--- src/slpl_pkg.sv ---
// shared constants, register indexes and arithmetic helpers for the strain position loop
`default_nettype none
package slpl_pkg;

  localparam int JOINTS = 4;
  localparam int JIDX_W = (JOINTS > 1) ? $clog2(JOINTS) : 1;

  localparam logic [12:0] STRAIN_OFFSET = 13'd126;

  localparam int CFG_IDX_W = 3;
  localparam logic [CFG_IDX_W-1:0] CFG_GAIN_FINGER  = 3'd0;
  localparam logic [CFG_IDX_W-1:0] CFG_GAIN_SPREAD  = 3'd1;
  localparam logic [CFG_IDX_W-1:0] CFG_LIMIT_FINGER = 3'd2;
  localparam logic [CFG_IDX_W-1:0] CFG_LIMIT_SPREAD = 3'd3;
  localparam logic [CFG_IDX_W-1:0] CFG_TIME_CONST   = 3'd4;
  localparam logic [CFG_IDX_W-1:0] CFG_DEADZONE     = 3'd5;
  localparam logic [CFG_IDX_W-1:0] CFG_COUPLING     = 3'd6;

  localparam logic [31:0] RST_GAIN_FINGER  = 32'd3277;
  localparam logic [31:0] RST_GAIN_SPREAD  = 32'd66;
  localparam logic [30:0] RST_LIMIT_FINGER = 31'd262;
  localparam logic [30:0] RST_LIMIT_SPREAD = 31'd66;
  localparam logic [31:0] RST_TIME_CONST   = 32'd19661;
  localparam logic [30:0] RST_DEADZONE     = 31'd19661;
  localparam logic [31:0] RST_COUPLING     = 32'd1638;

  localparam logic [1:0] SPREAD_JOINT = 2'd3;

  // joint index folded onto the state entries
  function automatic logic [JIDX_W-1:0] slot_of(input logic [1:0] joint);
    int v;
    v = int'(joint);
    for (int i = 0; i < 4; i++) begin
      if (v >= JOINTS) begin
        v = v - JOINTS;
      end
    end
    return JIDX_W'(v);
  endfunction

  // product / 2^16, rounded half away from zero
  function automatic logic signed [49:0] round_q16(input logic signed [65:0] p);
    logic [65:0] mag;
    logic [65:0] sum;
    logic [49:0] q;
    mag = p[65] ? (66'd0 - p) : p;
    sum = mag + 66'd32768;
    q   = sum[65:16];
    return p[65] ? signed'(50'd0 - q) : signed'(q);
  endfunction

  function automatic logic signed [31:0] sat32(input logic signed [49:0] v);
    logic signed [49:0] hi;
    logic signed [49:0] lo;
    hi = 50'sh0_0000_7FFF_FFFF;
    lo = -50'sh0_0000_8000_0000;
    if (v > hi) begin
      return 32'sh7FFF_FFFF;
    end else if (v < lo) begin
      return 32'sh8000_0000;
    end else begin
      return v[31:0];
    end
  endfunction

endpackage
`default_nettype wire

--- src/slpl_mul.sv ---
// shared signed 33x33 multiplier with registered product
`default_nettype none
module slpl_mul
  import slpl_pkg::*;
(
  input  wire logic               clk,
  input  wire logic signed [32:0] op_a,
  input  wire logic signed [32:0] op_b,
  output logic signed [65:0]      prod_r
);

  logic signed [65:0] prod_nxt;

  assign prod_nxt = op_a * op_b;

  always_ff @(posedge clk) begin
    prod_r <= prod_nxt;
  end

endmodule
`default_nettype wire

--- config.mk ---
export PLATFORM = sky130hd
export DESIGN_NAME = slpl_mul
export DESIGN_NICKNAME = d
export VERILOG_FILES = /design/src/slpl_pkg.sv /design/src/slpl_mul.sv
export SDC_FILE = /design/constraint.sdc
export NUM_CORES = 2
export LEC_CHECK = 0
export ABC_CLOCK_PERIOD_IN_PS = 9600
export BUFFER_PORTS_ARGS = -buffer_cell sky130_fd_sc_hd__buf_2
export CAP_MARGIN = 40
export CELL_PAD_IN_SITES_DETAIL_PLACEMENT = 0
export CELL_PAD_IN_SITES_GLOBAL_PLACEMENT = 1
export CORE_MARGIN = 3
export CORE_UTILIZATION = 35
export DETAILED_ROUTE_END_ITERATION = 6
export PLACE_DENSITY = 0.71
export SETUP_SLACK_MARGIN = 0.2
export SLEW_MARGIN = 40
export SYNTH_ARGS = -nofsm -noshare
export SYNTH_HDL_FRONTEND = slang
export SYNTH_SLANG_ARGS = --single-unit
--- constraint.sdc ---
create_clock -name clk -period 9.6 [get_ports clk]
set_input_delay 1.92 -clock clk [delete_from_list [all_inputs] [get_ports clk]]
set_output_delay 1.92 -clock clk [all_outputs]
set_load 0.1 [all_outputs]
Word level (Yosys, flattened, before mapping)
Index checks and enable logic that the tools add are counted.
Widths: inputs -> output; s select.
{ "totals": {"regBits": 66, "in_bits": 67, "out_inout_bits": 66, "word_cells": 2} }
{ "op_classes": {"multipliers": 1} }
{ "op_table": {"columns": ["op", "n"], "rows": [
  ["$mul 33x33->66", 1]
]} }

Longest topological paths before layout
{ "depth": {"depth_word": 1, "depth_mapped": 29, "depth_no_buf": 27} }

Worst setup path after synthesis
No wires, ideal clock.
{ "synth_path": {"path_kind": "input port to flip-flop", "startpoint": "input port op_a[32]", "endpoint": "register prod_r[65]", "setup_time_ps": 72, "arrival_ps": 9069, "t_required_ps": 9528, "slack_ps": 459, "cell_stages": 22, "path_buffers": 2, "cell_sequence": "clkbuf_1 -> nand2_1 -> inv_1 -> fa_1 -> fa_1 -> fa_1 -> fa_1 -> fa_1 -> fa_1 -> fa_1 -> inv_1 -> fa_1 -> inv_1 -> ha_1 -> clkbuf_1 -> a21o_1 -> a21o_1 -> a221o_1 -> a31oi_2 -> o211ai_1 -> o41ai_2 -> xnor2_1"} }
{ "synth_via": {"elab_chain_cells": 1} }
{ "synth_lines": {"columns": ["element", "line_no", "source"], "rows": [
  ["start, declared", "slpl_mul.sv:7", "input wire logic signed [32:0] op_a,"],
  ["$mul 33x33->66", "slpl_mul.sv:14", "assign prod_nxt = op_a * op_b;"],
  ["net prod_nxt[65]", "slpl_mul.sv:12", "logic signed [65:0] prod_nxt;"],
  ["end signal, assigned", "slpl_mul.sv:17", "prod_r <= prod_nxt;"],
  ["end, declared", "slpl_mul.sv:9", "output logic signed [65:0] prod_r"]
]} }
The timed path passes the listed nets, and every way through them passes these cells.

Worst setup path after layout
{ "layout_path": {"startpoint": "input port op_b[1]", "endpoint": "register prod_r[65]"} }
{ "layout_via": {"elab_chain_cells": 1} }
{ "layout_lines": {"columns": ["element", "line_no", "source"], "rows": [
  ["start, declared", "slpl_mul.sv:8", "input wire logic signed [32:0] op_b,"],
  ["$mul 33x33->66", "slpl_mul.sv:14", null],
  ["net prod_nxt[65]", "slpl_mul.sv:12", null]
]} }
The timed path passes the listed nets, and every way through them passes these cells.

==> out/results.ini <==
[floorplanning]
die_x_um = 346
coreArea_um2 = 113000
dieHeight_um = 346
rows = 123
dieArea_um2 = 119000
ios = 133
start_util = 0.356

[setup_path]
cp_slowest_cell = o31ai_2
critPathCaptureType = flop
crit_top_cell = fa_1
cp_max_fo = 17
crit_type = input pin to flop
crit_path_max_incr_delay_ps = 650
worst-path-buf-inv = 8
critPathLaunchType = input pin
crit_family = adder cells
cp.arrival_ps = 9510
cp.required_ps = 9900

[routing]
routedWlPerCell_um = 18.5
routed_via_density = 4.68
dr.pass1.iters = 7
num_vias = 28000
ant_nets = 0
drt_iter0_markers = 1477
totalWireLength_um = 111000
drc = 0

[final_layout]
num-fill-cells = 11400
drive_gt1_frac = 0.0957
reg_top3 = prod_r: 66 flops
final_common_cell = fa_1
syn_to_final_growth_pct = 10.6
largest_reg_flops = 66
largest_register = prod_r
seq_area_um2 = 1320
final_cell_mix = 1144 x fa_1, 1133 x inv_1, 562 x and2_1
fin_nets = 5906
multi_input_area_um2 = 34000

[place]
pre_cts_ws_ps = -128
place.gp.congestion = 0.853
port_buffers = 132
hpwl_um = 98100

[logic_synthesis]
synthCells = 4302
synth_edf_count = 0
avgSynthCellArea_um2 = 9.38
synth_seq_cells = 66
synth_cell_types = 61
yosys-top-cells-area = fa_1 57%, inv_1 11%, and2_1 8.7%
synthFlopType = dfxtp_1
synth_nets = 5731
ys_async_sr_fraction = 0
yosysSeqAreaShare = 0.0327
syn_area_um2 = 40400
yosysWarnings = 0
yosys.area.top_type = fa_1
synth_top_cell_area_share = 0.568

[global_routing]
antenna_found_initial = 14
grt_pass1_wl_um = 182000
gr-usage-all-layers = 0.196
grt_max_degree = 34
gr-total-overflow = 0
first_global_vias = 31000

[clock_tree]
root_buffer = clkbuf_16
htreeDepth = 3
postCtsResizedCells = 0
cts_made_buffers = 9
cts_buffer_depth = 2
cts_tree = yes
cts_hold_buf = 0
cts_setup_buffers = 0
clock-sinks = 66
path_clk_slew_ps = 80

[timing]
clock.fmax_ghz = 0.109
rsz0062_at_grt = true
fin_crit_sh = 0.960
finalHoldViolations = 0
tightestPinTransition_ps = 742
worst_slack_ps = 389
slew-limit-headroom = 0.505
setup_viol = 0
period_needed_ps = 9210
slew_viol_final = 0

[worst_hold_path]
hold_class = input pin to flop

[status]
status = finished clean

[flow_run]
maxCapViolations = 0

==> logic make-up after synthesis <==
logic type               Yosys count  synth area share
flip-flops                        66            0.0327
AO/OA/AOI/OAI                    217            0.0360
buffers and inverters           1354             0.126
AND/OR/NAND/NOR                 1228             0.154
adder cells (fa/ha/maj)         1362             0.635
XOR/XNOR                          75            0.0163
==> routing by layer <==
metal	GRT usage	routed length, µm	vias to the layer above
li1	-	-	12500
met1	0.271	48900	14800
met2	0.332	55400	573
met3	0.0282	4960	74
met4	0.0313	1690	4
met5	0	15	-
==> final cells by class <==
| cell class | count | share of cell area |
|---|---|---|
| multi-input cells | 2882 | 0.761 |
| inverters | 1133 | 0.0952 |
| repair buffers | 385 | 0.0644 |
| well taps | 1500 | 0.0420 |
| flip-flops and latches | 66 | 0.0296 |
| clock buffers | 10 | 0.00535 |
| clock inverters | 6 | 0.00202 |
| diodes | 6 | 0.000336 |
==> synth_stat cells, types with 2 or more instances <==
master / instances
a211oi_1: 5
a211oi_2: 4
a21o_1: 28
a21oi_1: 73
a221o_1: 3
a311o_1: 2
a31oi_1: 9
and2_1: 562
and3_1: 7
and4_1: 7
clkbuf_1: 220
dfxtp_1: 66
fa_1: 1145
ha_1: 217
inv_1: 1133
nand2_1: 543
nand2b_1: 9
nand3_1: 18
nand3b_1: 2
nand4_1: 9
nor2_1: 47
nor2b_1: 3
nor3_1: 7
nor4_1: 5
o211ai_1: 7
o21a_1: 7
o21ai_0: 37
o21ai_1: 5
o21ba_2: 3
o21bai_1: 8
o221ai_1: 2
o22ai_1: 3
o41ai_2: 2
or2_2: 4
xnor2_1: 55
xor2_1: 20
==> through the flow <==
step	instances	util	hold slack, ps	TNS, ps	instance area [µm²]
6_report	5988	0.394	2020	0	44700
5_1_grt	5982	0.394	2030	0	44600
4_1_cts	5982	0.393	2020	0	44600
3_5_place_dp	5966	0.390	2470	-471	44300
3_3_place_gp	5966	0.390	2470	-501	44300
2_1_floorplan	4302	-	2050	0	40400
==> final timing paths <==
check	from	end	slack, ps	cells after the start
hold / removal	op_a[0]	prod_r[0]	2020	2
setup / recovery	op_b[1]	prod_r[65]	390	27
Power is not shown: default switching activity piles up to over one toggle a cycle in this logic, so the estimate is an artifact.
