`src/slpl_pkg.sv`:
```
// shared constants, register indexes and arithmetic helpers for the strain position loop
`default_nettype none
package slpl_pkg;

  localparam int JOINTS = 4;
  localparam int JIDX_W = (JOINTS > 1) ? $clog2(JOINTS) : 1;

  localparam logic [12:0] STRAIN_OFFSET = 13'd126;

  localparam int CFG_IDX_W = 3;
  localparam logic [CFG_IDX_W-1:0] CFG_GAIN_FINGER  = 3'd0;
  localparam logic [CFG_IDX_W-1:0] CFG_GAIN_SPREAD  = 3'd1;
  localparam logic [CFG_IDX_W-1:0] CFG_LIMIT_FINGER = 3'd2;
  localparam logic [CFG_IDX_W-1:0] CFG_LIMIT_SPREAD = 3'd3;
  localparam logic [CFG_IDX_W-1:0] CFG_TIME_CONST   = 3'd4;
  localparam logic [CFG_IDX_W-1:0] CFG_DEADZONE     = 3'd5;
  localparam logic [CFG_IDX_W-1:0] CFG_COUPLING     = 3'd6;

  localparam logic [31:0] RST_GAIN_FINGER  = 32'd3277;
  localparam logic [31:0] RST_GAIN_SPREAD  = 32'd66;
  localparam logic [30:0] RST_LIMIT_FINGER = 31'd262;
  localparam logic [30:0] RST_LIMIT_SPREAD = 31'd66;
  localparam logic [31:0] RST_TIME_CONST   = 32'd19661;
  localparam logic [30:0] RST_DEADZONE     = 31'd19661;
  localparam logic [31:0] RST_COUPLING     = 32'd1638;

  localparam logic [1:0] SPREAD_JOINT = 2'd3;

  // joint index folded onto the state entries
  function automatic logic [JIDX_W-1:0] slot_of(input logic [1:0] joint);
    int v;
    v = int'(joint);
    for (int i = 0; i < 4; i++) begin
      if (v >= JOINTS) begin
        v = v - JOINTS;
      end
    end
    return JIDX_W'(v);
  endfunction

  // product / 2^16, rounded half away from zero
  function automatic logic signed [49:0] round_q16(input logic signed [65:0] p);
    logic [65:0] mag;
    logic [65:0] sum;
    logic [49:0] q;
    mag = p[65] ? (66'd0 - p) : p;
    sum = mag + 66'd32768;
    q   = sum[65:16];
    return p[65] ? signed'(50'd0 - q) : signed'(q);
  endfunction

  function automatic logic signed [31:0] sat32(input logic signed [49:0] v);
    logic signed [49:0] hi;
    logic signed [49:0] lo;
    hi = 50'sh0_0000_7FFF_FFFF;
    lo = -50'sh0_0000_8000_0000;
    if (v > hi) begin
      return 32'sh7FFF_FFFF;
    end else if (v < lo) begin
      return 32'sh8000_0000;
    end else begin
      return v[31:0];
    end
  endfunction

endpackage
`default_nettype wire

```
`src/slpl_div.sv`:
```
// serial restoring divider, 64-bit dividend by 33-bit divisor, one quotient bit per cycle
`default_nettype none
module slpl_div
  import slpl_pkg::*;
(
  input  wire logic        clk,
  input  wire logic        rst_n,
  input  wire logic        start,
  input  wire logic [63:0] dividend,
  input  wire logic [32:0] divisor,
  output logic             done_r,
  output logic [63:0]      quo_r
);

  logic        busy_r, busy_nxt;
  logic        done_nxt;
  logic [5:0]  cnt_r, cnt_nxt;
  logic [32:0] rem_r, rem_nxt;
  logic [63:0] num_r, num_nxt;
  logic [63:0] quo_nxt;
  logic [32:0] dsr_r, dsr_nxt;
  logic [33:0] trial;
  logic [33:0] diff;

  assign trial = {rem_r, num_r[63]};
  assign diff  = trial - {1'b0, dsr_r};

  always_comb begin
    busy_nxt = busy_r;
    done_nxt = 1'b0;
    cnt_nxt  = cnt_r;
    rem_nxt  = rem_r;
    num_nxt  = num_r;
    quo_nxt  = quo_r;
    dsr_nxt  = dsr_r;
    if (start) begin
      busy_nxt = 1'b1;
      cnt_nxt  = '0;
      rem_nxt  = '0;
      num_nxt  = dividend;
      quo_nxt  = '0;
      dsr_nxt  = divisor;
    end else if (busy_r) begin
      num_nxt = {num_r[62:0], 1'b0};
      if (!diff[33]) begin
        rem_nxt = diff[32:0];
        quo_nxt = {quo_r[62:0], 1'b1};
      end else begin
        rem_nxt = trial[32:0];
        quo_nxt = {quo_r[62:0], 1'b0};
      end
      cnt_nxt = cnt_r + 6'd1;
      if (cnt_r == 6'd63) begin
        busy_nxt = 1'b0;
        done_nxt = 1'b1;
      end
    end
  end

  always_ff @(posedge clk) begin
    if (!rst_n) begin
      busy_r <= 1'b0;
      done_r <= 1'b0;
      cnt_r  <= '0;
    end else begin
      busy_r <= busy_nxt;
      done_r <= done_nxt;
      cnt_r  <= cnt_nxt;
    end
  end

  always_ff @(posedge clk) begin
    rem_r <= rem_nxt;
    num_r <= num_nxt;
    quo_r <= quo_nxt;
    dsr_r <= dsr_nxt;
  end

endmodule
`default_nettype wire

```
`config.mk`:
```
export PLATFORM = sky130hd
export DESIGN_NAME = slpl_div
export DESIGN_NICKNAME = d
export VERILOG_FILES = /design/src/slpl_pkg.sv /design/src/slpl_div.sv
export SDC_FILE = /design/constraint.sdc
export NUM_CORES = 1
export LEC_CHECK = 0
export BUFFER_PORTS_ARGS = -buffer_cell sky130_fd_sc_hd__buf_4
export CAP_MARGIN = 20
export CORE_MARGIN = 2
export CORE_UTILIZATION = 35
export CTS_CLUSTER_SIZE = 25
export DETAILED_ROUTE_END_ITERATION = 8
export REMOVE_ABC_BUFFERS = 1
export SLEW_MARGIN = 0
export SYNTH_ARGS = -nofsm -noshare
export SYNTH_HDL_FRONTEND = slang
export SYNTH_SLANG_ARGS = --single-unit
```
`constraint.sdc`:
```
create_clock -name clk -period 5 [get_ports clk]
set_input_delay 0.25 -clock clk [delete_from_list [all_inputs] [get_ports clk]]
set_output_delay 0.25 -clock clk [all_outputs]
set_load 0.02 [all_outputs]
```
=== Yosys cells after proc, flatten, opt, wreduce, memory -nomap -nowiden ===
Cells that the tools add are included.

* Bitwise logic cells: 2
* Add/sub/neg operators: 2
* Muxes and demuxes: 8
* Eq/ne operators: 1
* Reductions and logical operators: 3

{| class="wikitable"
|+ Operators by type and width
! operator !! count
|-
| $mux 64 || 2
|-
| $sub 34x33->34 || 1
|-
| $mux 33 || 1
|-
| $add 6x1->6 const B || 1
|-
| $eq 6x6->1 const B || 1
|-
| $mux 1 || 5
|-
| $reduce_or 3->1 || 1
|-
| $not 1->1 || 2
|-
| $reduce_bool 2->1 || 1
|-
| $reduce_or 2->1 || 1
|}

* Register bits after elaboration: 202
* Word-level logic and storage cells: 23
* Input bits: 100

=== Logic depth before layout (Yosys ltp) ===
* Depth in word-level cells: 4
* Mapped depth: 14

=== Worst setup path before layout ===
Ideal clock, no wire load.

* Path type: register -> register
* Start: register num_r[63]
* End: register rem_r[26]
* Setup time: 0.086 ns
* Required time: 4.914 ns
* Cell stages (with the launch flop): 13
* Slack: 2.261 ns
* Clock period less this slack: 2.739 ns
* Data arrival time: 2.653 ns
* Buffers on the path: 0
* Path through: edfxtp_1 inv_1 ha_1 fa_1 nand2b_1 a211oi_1 o2111ai_1 a2111oi_1 nor3_1 o21ai_1 xor2_1 mux2i_1 a211oi_1

* Cells in the longest elaborated chain, start to end: 2

{| class="wikitable"
|+ Ends and longest elaborated chain
! what !! RTL line !! RTL
|-
| start: declaration || slpl_div.sv:19 || <nowiki>logic [63:0] num_r, num_nxt;</nowiki>
|-
| start signal: assignment || slpl_div.sv:74 || <nowiki>num_r <= num_nxt;</nowiki>
|-
| $sub 34x33->34 || slpl_div.sv:26 || <nowiki>assign diff = trial - {1'b0, dsr_r};</nowiki>
|-
| $mux 33 || slpl_div.sv:45 || <nowiki>if (!diff[33]) begin</nowiki>
|-
| end signal: assignment || slpl_div.sv:73 || <nowiki>rem_r <= rem_nxt;</nowiki>
|-
| end: declaration || slpl_div.sv:18 || <nowiki>logic [32:0] rem_r, rem_nxt;</nowiki>
|}

Every way passes these cells.
A chain may end at the register's enable or synchronous reset.

=== Final worst setup path ===
* Start: register dsr_r[24]
* End: register rem_r[1]

* Cells in the longest elaborated chain, start to end: 2

{| class="wikitable"
|+ Ends and longest elaborated chain
! what !! RTL line !! RTL
|-
| start: declaration || slpl_div.sv:21 || <nowiki>logic [32:0] dsr_r, dsr_nxt;</nowiki>
|-
| start signal: assignment || slpl_div.sv:76 || <nowiki>dsr_r <= dsr_nxt;</nowiki>
|-
| $sub 34x33->34 || slpl_div.sv:26 ||
|-
| $mux 33 || slpl_div.sv:45 ||
|}

Every way passes these cells.

==> metrics.md <==
| Metric | Value |
|---|---|
| Crit path capture type | `register` |
| Synth Cell Area | `around 9600 µm²` |
| Ys async rst share | `0%` |
| Global Route Usage Sum | `roughly 15%` |
| Total CTS buffers | `25` |
| Fin util | `47.4%` |
| Delay-heaviest family, CP | `compound AO/OA/AOI/OAI gates` |
| CP Cell Sequence | `inv_1 > ha_1 > a21o_1 > o41ai_2 > o31ai_1 > a211o_1 > o211ai_4 > buf_4 > mux2i_1 > nand2_1 > a21oi_1` |
| Max cap viols | `0` |
| CTS tree | `yes` |
| Post-CTS Setup Bufs | `0` |
| Tightest Pin Transition | `roughly 0.99 ns` |
| Buf/Inv on CP | `2` |
| Core area | `27000 µm²` |
| Share of cells above drive strength 1 | `25.5%` |
| Io pins | `around 170` |
| First-pass GRT wire length | `approximately 37 mm` |
| CP Launch Type | `register` |
| Clk_lat worst skew | `0.53 ns` |
| CP max stage delay | `roughly 0.5 ns` |
| RSZ-0062 raised after global routing | `false` |
| Layout Skew | `approximately 0.015 ns` |
| Final Cell Area | `approximately 13000 µm²` |
| Clock buffer depth | `3` |
| Port Buffer Count | `roughly 160` |
| Reg2Reg Setup Slack | `approximately 1.8 ns` |
| Clock sinks | `202` |
| Starting density of the core | `roughly 36%` |
| Tmin final | `3.25 ns` |
| Layout area overhead | `33.3%` |
| Mapped Cells | `roughly 900` |
| DP HPWL | `around 15 mm` |
| Largest net degree at the start of global routing | `81` |
| Synth unique cells | `60` |
| Total power | `approximately 0.0044 W` |
| Detail Route Antenna Nets | `0` |
| Die Y | `between 150 and 200 µm` |
| Max VDD drop | `roughly 0.00027 V` |
| Vias in the first global route | `about 7.3k` |
| XOR/XNOR Fraction of Synth Area | `between 2 and 2.5%` |
| Slowest CP cell | `o211ai_4` |
| Placed instance area | `11100 µm²` |
| Worst slew margin | `34.1%` |
| Compound-cell area share of the yosys netlist | `roughly 12%` |
| Hold WC Path Type | `in -> reg` |
| Max Slew Vio Count | `0` |
| Sequential area share after synthesis | `52.3%` |
| Setup violations, final | `0` |
| WL per Instance | `about 15 µm` |
| Max Clock Freq | `308 MHz` |
| H-tree Lvls | `1` |
| PwrDens | `~350 nW/µm²` |
| Routability cong. | `approximately 0.80` |
| Critical path type | `reg -> reg` |
| CP Max Fanout | `21` |
| Ys Warns | `0` |
| Average size of a mapped cell | `10.9 µm²` |
| Mux cell area share after synthesis | `roughly 15%` |
| Commonest cells after routing, fill and taps aside | `buf_4, nor2_1, dfxtp_1, edfxtp_1, dlygate4sd3_1` |
| Final Hold Fails | `0` |
| Post-Synth Simple-Gate Area | `a little over a tenth` |
| DR vias | `between 7k and 8k` |
| Routed WL | `between 20 and 25 mm` |
| #FFs+latches synth | `202` |
| Via density | `4.85` |
| Status | `completed` |
| Worst Path Arrival | `approximately 3.7 ns` |
| Leading cell type in the layout, fill and taps excluded | `buf_4` |
| CTS Root Cell | `clkbuf_16` |
| Total grt overflow | `0` |
| Fill count | `2508` |
| Initial antenna violation count | `1` |
| Post-route DRC violation count | `0` |
| Period utilization | `64.9%` |
| Clock-pin slew on the worst setup and hold paths | `approximately 0.060 ns` |
| Main combinational cell family by area after synthesis | `multiplexers` |
| Initial DRC Count | `380` |
| Nets | `roughly 1.2k` |
| Post-synth EDFFs | `between 90 and 100` |
| Die W | `between 150 and 200 µm` |
| Die area | `between 20000 and 30000 µm²` |
| Predominant post-synthesis flop cell | `dfxtp_1` |
| Pleak | `~5.4 nW` |
| Row count | `60` |
| First-pass detailed-route iteration total | `4` |
| Crit path required time | `5.45 ns` |
| Post-synthesis adder-cell area fraction | `under 10%` |
## timing repair
item,4_1_cts,5_1_grt
hold endpoints to repair,75,0
hold buffers,75,0
endpoints found under the setup margin,0,0
resized for setup,0,0
## worst reg2reg max path, cell delays in order, from the launching register on
cell and delay (ns):
edfxtp_1 0.32, inv_1 0.04, ha_1 0.39, a21o_1 0.26
o41ai_2 0.40, o31ai_1 0.15, a211o_1 0.27, o211ai_4 0.50
buf_4 0.37, mux2i_1 0.22, nand2_1 0.07, a21oi_1 0.18
## per-stage QoR
| step | instances | worst slack (ns) | setup TNS (ns) | hold slack, ns |
|---|---|---|---|---|
| floorplan | 836 | -1.88 | -125.26 | 0.315 |
| global placement | 1349 | 1.86 | 0 | 0.429 |
| detailed placement | 1349 | 1.79 | 0 | 0.429 |
| CTS | 1470 | 1.75 | 0 | 0.000511 |
| global route | 1471 | 1.50 | 0 | 0.00550 |
| finish | 1471 | 1.75 | 0 | 0.0261 |
## cell usage after synthesis (all sizes together), types with 11 or more instances
cell type | count | share of area (%)
nor2 | 121 | 4.7
a21oi | 62 | 3.3
xnor2 | 14 | 1.3
ha | 34 | 4.4
a21o | 13 | 1.0
dfxtp | 105 | 22
edfxtp | 97 | 30
nand2 | 40 | 1.6
and3 | 14 | 0.91
o21ai | 27 | 1.4
mux2i | 71 | 7.4
xor2 | 11 | 1.0
a211oi | 22 | 1.8
buf | 21 | 1.2
clkbuf | 23 | 0.91
inv | 42 | 1.6
mux2 | 63 | 7.4
## power by group
group          leakage, nW  switching, W  internal (W)
combinational         3.16      0.000287      0.000291
sequential            1.82     0.0000498       0.00185
clock                0.447      0.000733       0.00121
total                 5.42       0.00107       0.00335
## per-layer routing
metal / track usage [%] / up-vias / share of wire [%]
li1: - / 3639 / -
met3: 5.41 / 32 / 7.7
met2: 25.4 / 145 / 45
met5: 0 / - / 0
met4: 4.20 / 0 / 2.4
met1: 19.4 / 3322 / 45
## cell families (layout without fill, tap and decap cells)
logic type	Yosys count	count (layout)
AOI/OAI and AO/OA	169	169
xor gates and xnor gates	25	25
adders and majority gates	35	35
buffers and inverters	88	337
DFF	202	202
muxes	134	134
other	0	1
and+or+nand+nor	227	227
## worst paths after layout
check,from,to,cells after the start
min reg2reg,cnt_r[5],cnt_r[5],2
min,dividend[22],num_r[22],2
max,dsr_r[24],rem_r[1],11
max reg2reg,dsr_r[24],rem_r[1],11
## layout make-up
type                            instances  area, µm²  area share (%)
Sequential cell                       202       5020            39.3
Clock inverter                         14        198            1.55
Tap cell                              341        427            3.34
Timing Repair Buffer                  247       2050            16.0
Antenna cell                            1       2.50          0.0196
Clock buffer                           32        703            5.50
Multi-Input combinational cell        590       4220            33.0
Inverter                               44        165            1.29
## flip-flops by register name (all words and copies together), names as in the netlist
name    flops
num_r      64
quo_r      64
dsr_r      33
rem_r      33
cnt_r       6
busy_r      1
done_r      1
(Power assumes the default switching activity.)
